[config.mk]
export PLATFORM = sky130hd
export DESIGN_NAME = hieroglyph_markup_tokenizer
export DESIGN_NICKNAME = d
export VERILOG_FILES = /design/src/design/hmt_pkg.sv /design/src/design/hieroglyph_markup_tokenizer.sv /design/src/design/hmt_decode.sv
export SDC_FILE = /design/constraint.sdc
export NUM_CORES = 1
export LEC_CHECK = 0
export BUFFER_PORTS_ARGS = -buffer_cell sky130_fd_sc_hd__buf_2
export CORE_ASPECT_RATIO = 1.25
export CORE_MARGIN = 5
export CORE_UTILIZATION = 50
export DETAILED_ROUTE_END_ITERATION = 8
export PLACE_DENSITY = 0.71
export SKIP_LAST_GASP = 1
export SYNTH_ARGS = -nofsm -noshare
export SYNTH_HDL_FRONTEND = slang
export SYNTH_SLANG_ARGS = --single-unit
[constraint.sdc]
create_clock -name clock -period 3.5 [get_ports clock]
set_input_delay 0.7 -clock clock [delete_from_list [all_inputs] [get_ports clock]]
set_output_delay 0.7 -clock clock [all_outputs]
set_load 0.03 [all_outputs]
[src/design/hmt_pkg.sv]
package hmt_pkg;

   localparam int CHAR_WIDTH_DEFAULT = 21;
   localparam int KIND_WIDTH         = 5;
   localparam int TOKEN_SLOTS        = 3;
   localparam int COUNT_WIDTH        = 2;

   // token kinds
   localparam logic [KIND_WIDTH-1:0] KIND_NEWLINE    = 5'd0;
   localparam logic [KIND_WIDTH-1:0] KIND_SETTING    = 5'd1;
   localparam logic [KIND_WIDTH-1:0] KIND_ENDTAG     = 5'd2;
   localparam logic [KIND_WIDTH-1:0] KIND_LATIN      = 5'd3;
   localparam logic [KIND_WIDTH-1:0] KIND_BOLD       = 5'd4;
   localparam logic [KIND_WIDTH-1:0] KIND_ITALIC     = 5'd5;
   localparam logic [KIND_WIDTH-1:0] KIND_TRANSLIT   = 5'd6;
   localparam logic [KIND_WIDTH-1:0] KIND_SEPARATOR  = 5'd7;
   localparam logic [KIND_WIDTH-1:0] KIND_VGROUP     = 5'd8;
   localparam logic [KIND_WIDTH-1:0] KIND_HGROUP     = 5'd9;
   localparam logic [KIND_WIDTH-1:0] KIND_OPEN       = 5'd10;
   localparam logic [KIND_WIDTH-1:0] KIND_CLOSE      = 5'd11;
   localparam logic [KIND_WIDTH-1:0] KIND_LINEEND    = 5'd12;
   localparam logic [KIND_WIDTH-1:0] KIND_TEXT       = 5'd13;
   localparam logic [KIND_WIDTH-1:0] KIND_CART_OPEN  = 5'd14;
   localparam logic [KIND_WIDTH-1:0] KIND_CART_CLOSE = 5'd15;
   localparam logic [KIND_WIDTH-1:0] KIND_FULL_SPACE = 5'd16;
   localparam logic [KIND_WIDTH-1:0] KIND_HALF_SPACE = 5'd17;
   localparam logic [KIND_WIDTH-1:0] KIND_ERROR      = 5'd18;

   // markup characters
   localparam logic [7:0] CH_NEWLINE   = 8'h0A;
   localparam logic [7:0] CH_PLUS      = 8'h2B;
   localparam logic [7:0] CH_BACKSLASH = 8'h5C;
   localparam logic [7:0] CH_DOT       = 8'h2E;
   localparam logic [7:0] CH_MINUS     = 8'h2D;
   localparam logic [7:0] CH_COLON     = 8'h3A;
   localparam logic [7:0] CH_STAR      = 8'h2A;
   localparam logic [7:0] CH_LPAREN    = 8'h28;
   localparam logic [7:0] CH_RPAREN    = 8'h29;
   localparam logic [7:0] CH_BANG      = 8'h21;
   localparam logic [7:0] CH_LESS      = 8'h3C;
   localparam logic [7:0] CH_GREATER   = 8'h3E;
   localparam logic [7:0] CH_LOWER_S   = 8'h73;
   localparam logic [7:0] CH_LOWER_L   = 8'h6C;
   localparam logic [7:0] CH_LOWER_B   = 8'h62;
   localparam logic [7:0] CH_LOWER_I   = 8'h69;
   localparam logic [7:0] CH_LOWER_T   = 8'h74;

   typedef enum logic [7:0] {
      MODE_START  = 8'b0000_0001,
      MODE_IDLE   = 8'b0000_0010,
      MODE_NL     = 8'b0000_0100,
      MODE_NLPLUS = 8'b0000_1000,
      MODE_PLUS   = 8'b0001_0000,
      MODE_BSL    = 8'b0010_0000,
      MODE_DOT    = 8'b0100_0000,
      MODE_DROP   = 8'b1000_0000
   } mode_type;

endpackage

[src/design/hieroglyph_markup_tokenizer.sv]
// Markup tokenizer for hieroglyphic text.
// Request channel (req_*): one character per item in req_tdata; req_tlast marks
// the final character of a text. Response channel (rsp_*): one token per item,
// kind in rsp_tuser, character (text or offending tag) in rsp_tdata, rsp_tlast
// on the final token caused by one request item. An item may cause no token.
// Every text opens with an implicit newline token; one or two characters of
// lookahead are held in the pending mode register between items.
// The first token of an item is presented the cycle after it is accepted.
// Throughput, while rsp_tready is high: one item per cycle when each item
// gives at most one token; an item of N tokens (N up to 2) holds the response
// register while they leave, one per cycle, through a 3-slot result buffer.
// The next item is accepted in the same cycle the last buffered token leaves.
// Stall: when rsp_tready is low the buffered tokens hold and req_tready drops
// once the buffer is not about to drain; nothing is lost or repeated.
// Reset (synchronous, active high): buffer emptied, pending mode returns to
// start of text.
module hieroglyph_markup_tokenizer #(
   parameter int CHAR_WIDTH = hmt_pkg::CHAR_WIDTH_DEFAULT
) (
   input  logic                   clock,
   input  logic                   reset,

   input  logic                   req_tvalid,
   output logic                   req_tready,
   input  logic [((CHAR_WIDTH + 7) / 8) * 8 - 1:0] req_tdata, // [CHAR_WIDTH-1:0] character
   input  logic                   req_tlast,   // end_of_text

   output logic                   rsp_tvalid,
   input  logic                   rsp_tready,
   output logic [((CHAR_WIDTH + 7) / 8) * 8 - 1:0] rsp_tdata, // [CHAR_WIDTH-1:0] text_char
   output logic [hmt_pkg::KIND_WIDTH-1:0] rsp_tuser, // [4:0] token_kind
   output logic                   rsp_tlast    // last_of_run
);

   localparam int REQ_DATA_W = ((CHAR_WIDTH + 7) / 8) * 8;
   localparam int RSP_DATA_W = ((CHAR_WIDTH + 7) / 8) * 8;

   hmt_pkg::mode_type                     mode_ff;
   hmt_pkg::mode_type                     mode_in;

   // result buffer: remaining tokens and read position
   logic [hmt_pkg::COUNT_WIDTH-1:0]       rem_ff, rem_in;
   logic [hmt_pkg::COUNT_WIDTH-1:0]       pos_ff, pos_in;
   logic [hmt_pkg::KIND_WIDTH-1:0]        kind_ff [hmt_pkg::TOKEN_SLOTS];
   logic [CHAR_WIDTH-1:0]                 chr_ff  [hmt_pkg::TOKEN_SLOTS];

   logic [hmt_pkg::COUNT_WIDTH-1:0]       dec_count;
   logic [hmt_pkg::KIND_WIDTH-1:0]        dec_kind [hmt_pkg::TOKEN_SLOTS];
   logic [CHAR_WIDTH-1:0]                 dec_chr  [hmt_pkg::TOKEN_SLOTS];

   logic                                  req_take;
   logic                                  rsp_take;

   hmt_decode #(
      .CHAR_WIDTH (CHAR_WIDTH)
   ) u_decode (
      .mode      (mode_ff),
      .chr       (req_tdata[CHAR_WIDTH-1:0]),
      .last      (req_tlast),
      .next_mode (mode_in),
      .tok_count (dec_count),
      .tok_kind  (dec_kind),
      .tok_chr   (dec_chr)
   );

   assign rsp_tvalid = (rem_ff != '0);
   assign rsp_tlast  = (rem_ff == hmt_pkg::COUNT_WIDTH'(1));
   assign rsp_take   = rsp_tvalid && rsp_tready;
   // take a new item once the buffer is empty or its final token leaves now
   assign req_tready = (rem_ff == '0) || (rsp_tlast && rsp_tready);
   assign req_take   = req_tvalid && req_tready;

   always_comb begin
      unique case (pos_ff)
         hmt_pkg::COUNT_WIDTH'(1): begin
            rsp_tuser = kind_ff[1];
            rsp_tdata = RSP_DATA_W'(chr_ff[1]);
         end
         hmt_pkg::COUNT_WIDTH'(2): begin
            rsp_tuser = kind_ff[2];
            rsp_tdata = RSP_DATA_W'(chr_ff[2]);
         end
         default: begin
            rsp_tuser = kind_ff[0];
            rsp_tdata = RSP_DATA_W'(chr_ff[0]);
         end
      endcase
   end

   always_comb begin
      rem_in = rem_ff;
      pos_in = pos_ff;
      if (req_take) begin
         rem_in = dec_count;
         pos_in = '0;
      end else if (rsp_take) begin
         rem_in = rem_ff - hmt_pkg::COUNT_WIDTH'(1);
         pos_in = pos_ff + hmt_pkg::COUNT_WIDTH'(1);
      end
   end

   always_ff @(posedge clock) begin
      if (reset) begin
         mode_ff <= hmt_pkg::MODE_START;
         rem_ff  <= '0;
         pos_ff  <= '0;
      end else begin
         rem_ff <= rem_in;
         pos_ff <= pos_in;
         if (req_take) begin
            mode_ff <= mode_in;
         end
      end
   end

   always_ff @(posedge clock) begin
      if (req_take) begin
         kind_ff <= dec_kind;
         chr_ff  <= dec_chr;
      end
   end

endmodule

[src/design/hmt_decode.sv]
module hmt_decode #(
   parameter int CHAR_WIDTH = hmt_pkg::CHAR_WIDTH_DEFAULT
) (
   input  hmt_pkg::mode_type                     mode,
   input  logic [CHAR_WIDTH-1:0]                 chr,
   input  logic                                  last,
   output hmt_pkg::mode_type                     next_mode,
   output logic [hmt_pkg::COUNT_WIDTH-1:0]       tok_count,
   output logic [hmt_pkg::KIND_WIDTH-1:0]        tok_kind [hmt_pkg::TOKEN_SLOTS],
   output logic [CHAR_WIDTH-1:0]                 tok_chr  [hmt_pkg::TOKEN_SLOTS]
);

   localparam logic [CHAR_WIDTH-1:0] C_NEWLINE   = CHAR_WIDTH'(hmt_pkg::CH_NEWLINE);
   localparam logic [CHAR_WIDTH-1:0] C_PLUS      = CHAR_WIDTH'(hmt_pkg::CH_PLUS);
   localparam logic [CHAR_WIDTH-1:0] C_BACKSLASH = CHAR_WIDTH'(hmt_pkg::CH_BACKSLASH);
   localparam logic [CHAR_WIDTH-1:0] C_DOT       = CHAR_WIDTH'(hmt_pkg::CH_DOT);
   localparam logic [CHAR_WIDTH-1:0] C_MINUS     = CHAR_WIDTH'(hmt_pkg::CH_MINUS);
   localparam logic [CHAR_WIDTH-1:0] C_COLON     = CHAR_WIDTH'(hmt_pkg::CH_COLON);
   localparam logic [CHAR_WIDTH-1:0] C_STAR      = CHAR_WIDTH'(hmt_pkg::CH_STAR);
   localparam logic [CHAR_WIDTH-1:0] C_LPAREN    = CHAR_WIDTH'(hmt_pkg::CH_LPAREN);
   localparam logic [CHAR_WIDTH-1:0] C_RPAREN    = CHAR_WIDTH'(hmt_pkg::CH_RPAREN);
   localparam logic [CHAR_WIDTH-1:0] C_BANG      = CHAR_WIDTH'(hmt_pkg::CH_BANG);
   localparam logic [CHAR_WIDTH-1:0] C_LESS      = CHAR_WIDTH'(hmt_pkg::CH_LESS);
   localparam logic [CHAR_WIDTH-1:0] C_GREATER   = CHAR_WIDTH'(hmt_pkg::CH_GREATER);
   localparam logic [CHAR_WIDTH-1:0] C_LOWER_S   = CHAR_WIDTH'(hmt_pkg::CH_LOWER_S);
   localparam logic [CHAR_WIDTH-1:0] C_LOWER_L   = CHAR_WIDTH'(hmt_pkg::CH_LOWER_L);
   localparam logic [CHAR_WIDTH-1:0] C_LOWER_B   = CHAR_WIDTH'(hmt_pkg::CH_LOWER_B);
   localparam logic [CHAR_WIDTH-1:0] C_LOWER_I   = CHAR_WIDTH'(hmt_pkg::CH_LOWER_I);
   localparam logic [CHAR_WIDTH-1:0] C_LOWER_T   = CHAR_WIDTH'(hmt_pkg::CH_LOWER_T);

   // no-lookahead handling of the character
   logic                             plain_v;
   logic [hmt_pkg::KIND_WIDTH-1:0]   plain_k;
   logic [CHAR_WIDTH-1:0]            plain_c;
   hmt_pkg::mode_type                plain_mode;

   // tag character after '+'
   logic [hmt_pkg::KIND_WIDTH-1:0]   tag_k;
   hmt_pkg::mode_type                tag_mode;

   // lead, body and tail token candidates, emitted in that order
   logic                             lead_v, body_v, tail_v;
   logic [hmt_pkg::KIND_WIDTH-1:0]   lead_k, body_k, tail_k;
   logic [CHAR_WIDTH-1:0]            lead_c, body_c, tail_c;
   hmt_pkg::mode_type                mid_mode;

   always_comb begin
      plain_v    = 1'b1;
      plain_c    = '0;
      plain_k    = hmt_pkg::KIND_TEXT;
      plain_mode = hmt_pkg::MODE_IDLE;
      unique case (chr)
         C_NEWLINE: begin
            plain_k    = hmt_pkg::KIND_NEWLINE;
            plain_mode = hmt_pkg::MODE_NL;
         end
         C_PLUS: begin
            plain_v    = 1'b0;
            plain_mode = hmt_pkg::MODE_PLUS;
         end
         C_BACKSLASH: begin
            plain_v    = 1'b0;
            plain_mode = hmt_pkg::MODE_BSL;
         end
         C_DOT: begin
            plain_v    = 1'b0;
            plain_mode = hmt_pkg::MODE_DOT;
         end
         C_MINUS:   plain_k = hmt_pkg::KIND_SEPARATOR;
         C_COLON:   plain_k = hmt_pkg::KIND_VGROUP;
         C_STAR:    plain_k = hmt_pkg::KIND_HGROUP;
         C_LPAREN:  plain_k = hmt_pkg::KIND_OPEN;
         C_RPAREN:  plain_k = hmt_pkg::KIND_CLOSE;
         C_BANG:    plain_k = hmt_pkg::KIND_LINEEND;
         C_LESS:    plain_k = hmt_pkg::KIND_CART_OPEN;
         C_GREATER: plain_k = hmt_pkg::KIND_CART_CLOSE;
         default:   plain_c = chr;
      endcase
   end

   always_comb begin
      tag_mode = hmt_pkg::MODE_IDLE;
      unique case (chr)
         C_LOWER_S: tag_k = hmt_pkg::KIND_ENDTAG;
         C_LOWER_L: tag_k = hmt_pkg::KIND_LATIN;
         C_LOWER_B: tag_k = hmt_pkg::KIND_BOLD;
         C_LOWER_I: tag_k = hmt_pkg::KIND_ITALIC;
         C_LOWER_T: tag_k = hmt_pkg::KIND_TRANSLIT;
         default: begin
            tag_k    = hmt_pkg::KIND_ERROR;
            tag_mode = hmt_pkg::MODE_DROP;
         end
      endcase
   end

   always_comb begin
      lead_v   = 1'b0;
      lead_k   = hmt_pkg::KIND_NEWLINE;
      lead_c   = '0;
      body_v   = plain_v;
      body_k   = plain_k;
      body_c   = plain_c;
      mid_mode = plain_mode;
      unique case (mode)
         hmt_pkg::MODE_START, hmt_pkg::MODE_NL: begin
            lead_v = (mode == hmt_pkg::MODE_START);
            if (chr == C_PLUS) begin
               body_v   = 1'b0;
               mid_mode = hmt_pkg::MODE_NLPLUS;
            end
         end
         hmt_pkg::MODE_NLPLUS: begin
            if (chr == C_PLUS) begin
               body_k   = hmt_pkg::KIND_SETTING;
               body_c   = '0;
               mid_mode = hmt_pkg::MODE_IDLE;
            end else begin
               body_k   = tag_k;
               body_c   = (tag_k == hmt_pkg::KIND_ERROR) ? chr : '0;
               mid_mode = tag_mode;
            end
            body_v = 1'b1;
         end
         hmt_pkg::MODE_PLUS: begin
            body_v   = 1'b1;
            body_k   = tag_k;
            body_c   = (tag_k == hmt_pkg::KIND_ERROR) ? chr : '0;
            mid_mode = tag_mode;
         end
         hmt_pkg::MODE_BSL: begin
            if (chr == C_PLUS) begin
               body_v   = 1'b1;
               body_k   = hmt_pkg::KIND_TEXT;
               body_c   = C_PLUS;
               mid_mode = hmt_pkg::MODE_IDLE;
            end else begin
               lead_v = 1'b1;
               lead_k = hmt_pkg::KIND_TEXT;
               lead_c = C_BACKSLASH;
            end
         end
         hmt_pkg::MODE_DOT: begin
            if (chr == C_DOT) begin
               body_v   = 1'b1;
               body_k   = hmt_pkg::KIND_FULL_SPACE;
               body_c   = '0;
               mid_mode = hmt_pkg::MODE_IDLE;
            end else begin
               lead_v = 1'b1;
               lead_k = hmt_pkg::KIND_HALF_SPACE;
            end
         end
         hmt_pkg::MODE_DROP: begin
            body_v   = 1'b0;
            mid_mode = hmt_pkg::MODE_DROP;
         end
         default: ;
      endcase
   end

   // flush of pending lookahead at the end of a text
   always_comb begin
      tail_v = 1'b0;
      tail_k = hmt_pkg::KIND_ERROR;
      tail_c = '0;
      if (last) begin
         unique case (mid_mode)
            hmt_pkg::MODE_NLPLUS, hmt_pkg::MODE_PLUS: tail_v = 1'b1;
            hmt_pkg::MODE_BSL: begin
               tail_v = 1'b1;
               tail_k = hmt_pkg::KIND_TEXT;
               tail_c = C_BACKSLASH;
            end
            hmt_pkg::MODE_DOT: begin
               tail_v = 1'b1;
               tail_k = hmt_pkg::KIND_HALF_SPACE;
            end
            default: ;
         endcase
      end
      next_mode = last ? hmt_pkg::MODE_START : mid_mode;
   end

   // pack valid candidates into the low slots
   always_comb begin
      tok_count = hmt_pkg::COUNT_WIDTH'(lead_v) + hmt_pkg::COUNT_WIDTH'(body_v)
                + hmt_pkg::COUNT_WIDTH'(tail_v);
      if (lead_v) begin
         tok_kind[0] = lead_k;
         tok_chr[0]  = lead_c;
      end else if (body_v) begin
         tok_kind[0] = body_k;
         tok_chr[0]  = body_c;
      end else begin
         tok_kind[0] = tail_k;
         tok_chr[0]  = tail_c;
      end
      if (lead_v && body_v) begin
         tok_kind[1] = body_k;
         tok_chr[1]  = body_c;
      end else begin
         tok_kind[1] = tail_k;
         tok_chr[1]  = tail_c;
      end
      tok_kind[2] = tail_k;
      tok_chr[2]  = tail_c;
   end

endmodule
==> results.cfg <==
[cts]
htree_levels = 3
worstSkewPairLatency_ps = 330
tritoncts = yes
post_cts_buffers = 0
cts_buffers = 9
holdBufCountCts = 0
ctsResizeCount = 0
clk_pin_slew_worst_paths_ps = 70
clockBufferDepth = 2
root_buffer = clkbuf_8
cts_sinks = 68

[job]
maxCapViolations = 0

[floorplanning]
die_y_um = 112.3
die-area_um2 = 10310
start_util_pct = 51.08
io_pins = 61
die_w_um = 91.83
core-area_um2 = 8194
placementRows = 37

[setup_path]
worstPathBufferInverterCount = 4
crit_family = simple AND/OR/NAND/NOR gates
critPathSlowestCell = fa_1
worst-path-max-fanout = 7
crit_path_end_kind = flop
crit_top_cell = buf_4
crit_type = in2reg
startpoint_type = primary input
arrival_ps = 3390
r2r_start = mode_ff[5]$_SDFFE_PP0P_
cp-startpoint = req_tdata[14]
crit_chain = buf_2 > nor3_1 > buf_4 > nand4_1 > buf_4 > or3_1 > a21oi_1 > and4bb_1 > o21a_2 > inv_2 > nand2_1 > fa_1 > nor2_1 > a211oi_1
cp.required_ps = 3740
critical_path.max_stage_delay_ps = 480

[logic_synthesis]
synthTopCellsByCount = nand2_1, edfxtp_1, o21ai_0, and2_1, nor2_1
synth_ff_type = edfxtp_1
ys_seq_area_share_pct = 45.92
syn_inst = 451
yosysUniqueCellTypes = 69
synth_area_um2 = 4185
ys_top_cells_by_area = edfxtp_1, nand2_1, dfxtp_1
async_flop_share_pct = 0
ys_ff_latch = 68
avgSynthCellArea_um2 = 9.280
synth_top_area_share_pct = 40.18
synth_edf_count = 56
synth.most_common_cell = nand2_1
yosysWarnings = 0
yosysTopAreaCell = edfxtp_1

[routing]
via_per_inst = 5.755
firstDrtPassIters = 5
wl_mm = 10.38
vias = 3528
ant_nets = 0
drc = 0
first_iter_violations = 209
wl_per_cell_um = 16.93

[power]
peakVddDrop_mv = 0.2375
pwr-share-clk_pct = 23.9
p_sw_mw = 1.068
p_per_area_nw_per_um2 = 594.4
combPwrFrac_pct = 35.8
leakagePower_nw = 1.852
seqPwrFrac_pct = 40.3
swShare_pct = 37.33
p_int_mw = 1.793

[placement]
place.gp.congestion = 0.9615
portBuffers = 54
pre_cts_ws_ps = 47.16
dpl_cell_area_um2 = 4608
hpwl_mm = 7.660

[sta]
max_freq_ghz = 0.3171
hold_viol = 0
fin_crit_sh_pct = 90.10
finalClockSkew_ps = 6.538
worst_slack_ps = 346.4
hold_slack_ps = 521.7
setup_viol = 0
rsz0062_at_grt = no
tns_ps = 0
final_max_slew_viol_count = 0
min_period_ps = 3154
worst_pin_slew_ps = 687.6
slew_headroom_pct = 53.89

[grt]
grt_first_pass_wirelength_mm = 17.05
grt_pass1_vias = 3470
groute.usage.overall_pct = 20.76
grt_max_degree = 54
antenna_found_initial = 0
overflow = 0

[finish]
regArea_um2 = 1922
n_antenna_cell = 0
fin_util_pct = 58.74
multi_input_area_um2 = 2066
syn2layout_area_growth_pct = 15.01
drive_above_1_share_pct = 21.32
nFillCells = 747
design_area_um2 = 4813
final_nets = 546

[run_status]
outcome = finished, final reports clean

[worst_hold_path]
worstHoldStart = pos_ff[1]$_SDFFE_PP0P_
hold_path_class = reg2reg
state kept, by name, indices dropped and copies added, names as in the netlist:
signal	cells
mode_ff	8
kind_ff	13
chr_ff	43
rem_ff	2
pos_ff	2
metrics by stage:
stage                     instances  total power, mW
after floorplan                 453            1.921
after global placement          598            2.170
after detailed placement        598            2.201
after CTS                       613            2.882
after global routing            613            3.034
final                           613            2.861
cell type report:
cell class	count	share of cell area (%)
clock buffers	10	2.651
clock inverters	5	1.612
inverters	11	0.8578
multi-input cells	343	42.92
flip-flops and latches	68	39.93
well taps	97	2.521
repair buffers	79	9.514
cell families (layout without fill, tap and decap cells):
family | count (synthesis) | after routing | share of synthesized area [%]
simple gates | 222 | 222 | 29.33
compound gates | 103 | 103 | 15.99
flops | 68 | 68 | 45.92
buf+inv | 42 | 105 | 4.903
xor+xnor | 10 | 10 | 2.093
fa+ha+maj | 5 | 5 | 1.674
other cells | 1 | 3 | 0.08960
layout by cell type (no fill, tap or decap), types with 6 or more instances in the layout:
master    instances
a21oi_1          17
a22oi_1           6
and2_1           31
buf_2            54
buf_4            25
clkbuf_8          9
dfxtp_1          12
edfxtp_1         56
inv_1             8
nand2_1          81
nand2b_1          8
nand3_1          17
nor2_1           25
nor2b_1           6
nor3_1            6
o21ai_0          39
xnor2_1           6
worst min-delay path: cells and delay by family, from the launching register on:
family	cells	cell delay, ps
DFF	1	330
and+or+nand+nor	1	100
AOI/OAI and AO/OA	1	50
metal layers:
| metal | wire [µm] | share of wire, % | GRT usage, % | vias up |
|---|---|---|---|---|
| li1 | - | - | - | 1750 |
| met1 | 4553 | 44 | 26.62 | 1680 |
| met2 | 5225 | 50 | 34.96 | 85 |
| met3 | 436 | 4.2 | 4.021 | 13 |
| met4 | 164 | 1.6 | 7.334 | 0 |
| met5 | 0 | 0 | 0 | - |
worst paths after layout:
check | endpoint | slack, ps | cells past startpoint
max | rem_ff[0]$_SDFFE_PP0P_ | 350 | 14
min | pos_ff[1]$_SDFFE_PP0P_ | 520 | 2
max reg2reg | rem_ff[0]$_SDFFE_PP0P_ | 500 | 11
min reg2reg | pos_ff[1]$_SDFFE_PP0P_ | 520 | 2
power groups by stage:
| stage | registers (mW) | clock network [mW] | logic [mW] |
|---|---|---|---|
| finish | 1.15 | 0.684 | 1.02 |
| global placement | 1.16 | 0 | 1.01 |
| CTS | 1.15 | 0.696 | 1.03 |
| global route | 1.17 | 0.734 | 1.13 |
| detailed placement | 1.17 | 0 | 1.03 |
| floorplan | 1.16 | 0 | 0.758 |
No activity file was read; power rests on OpenSTA's default activity.
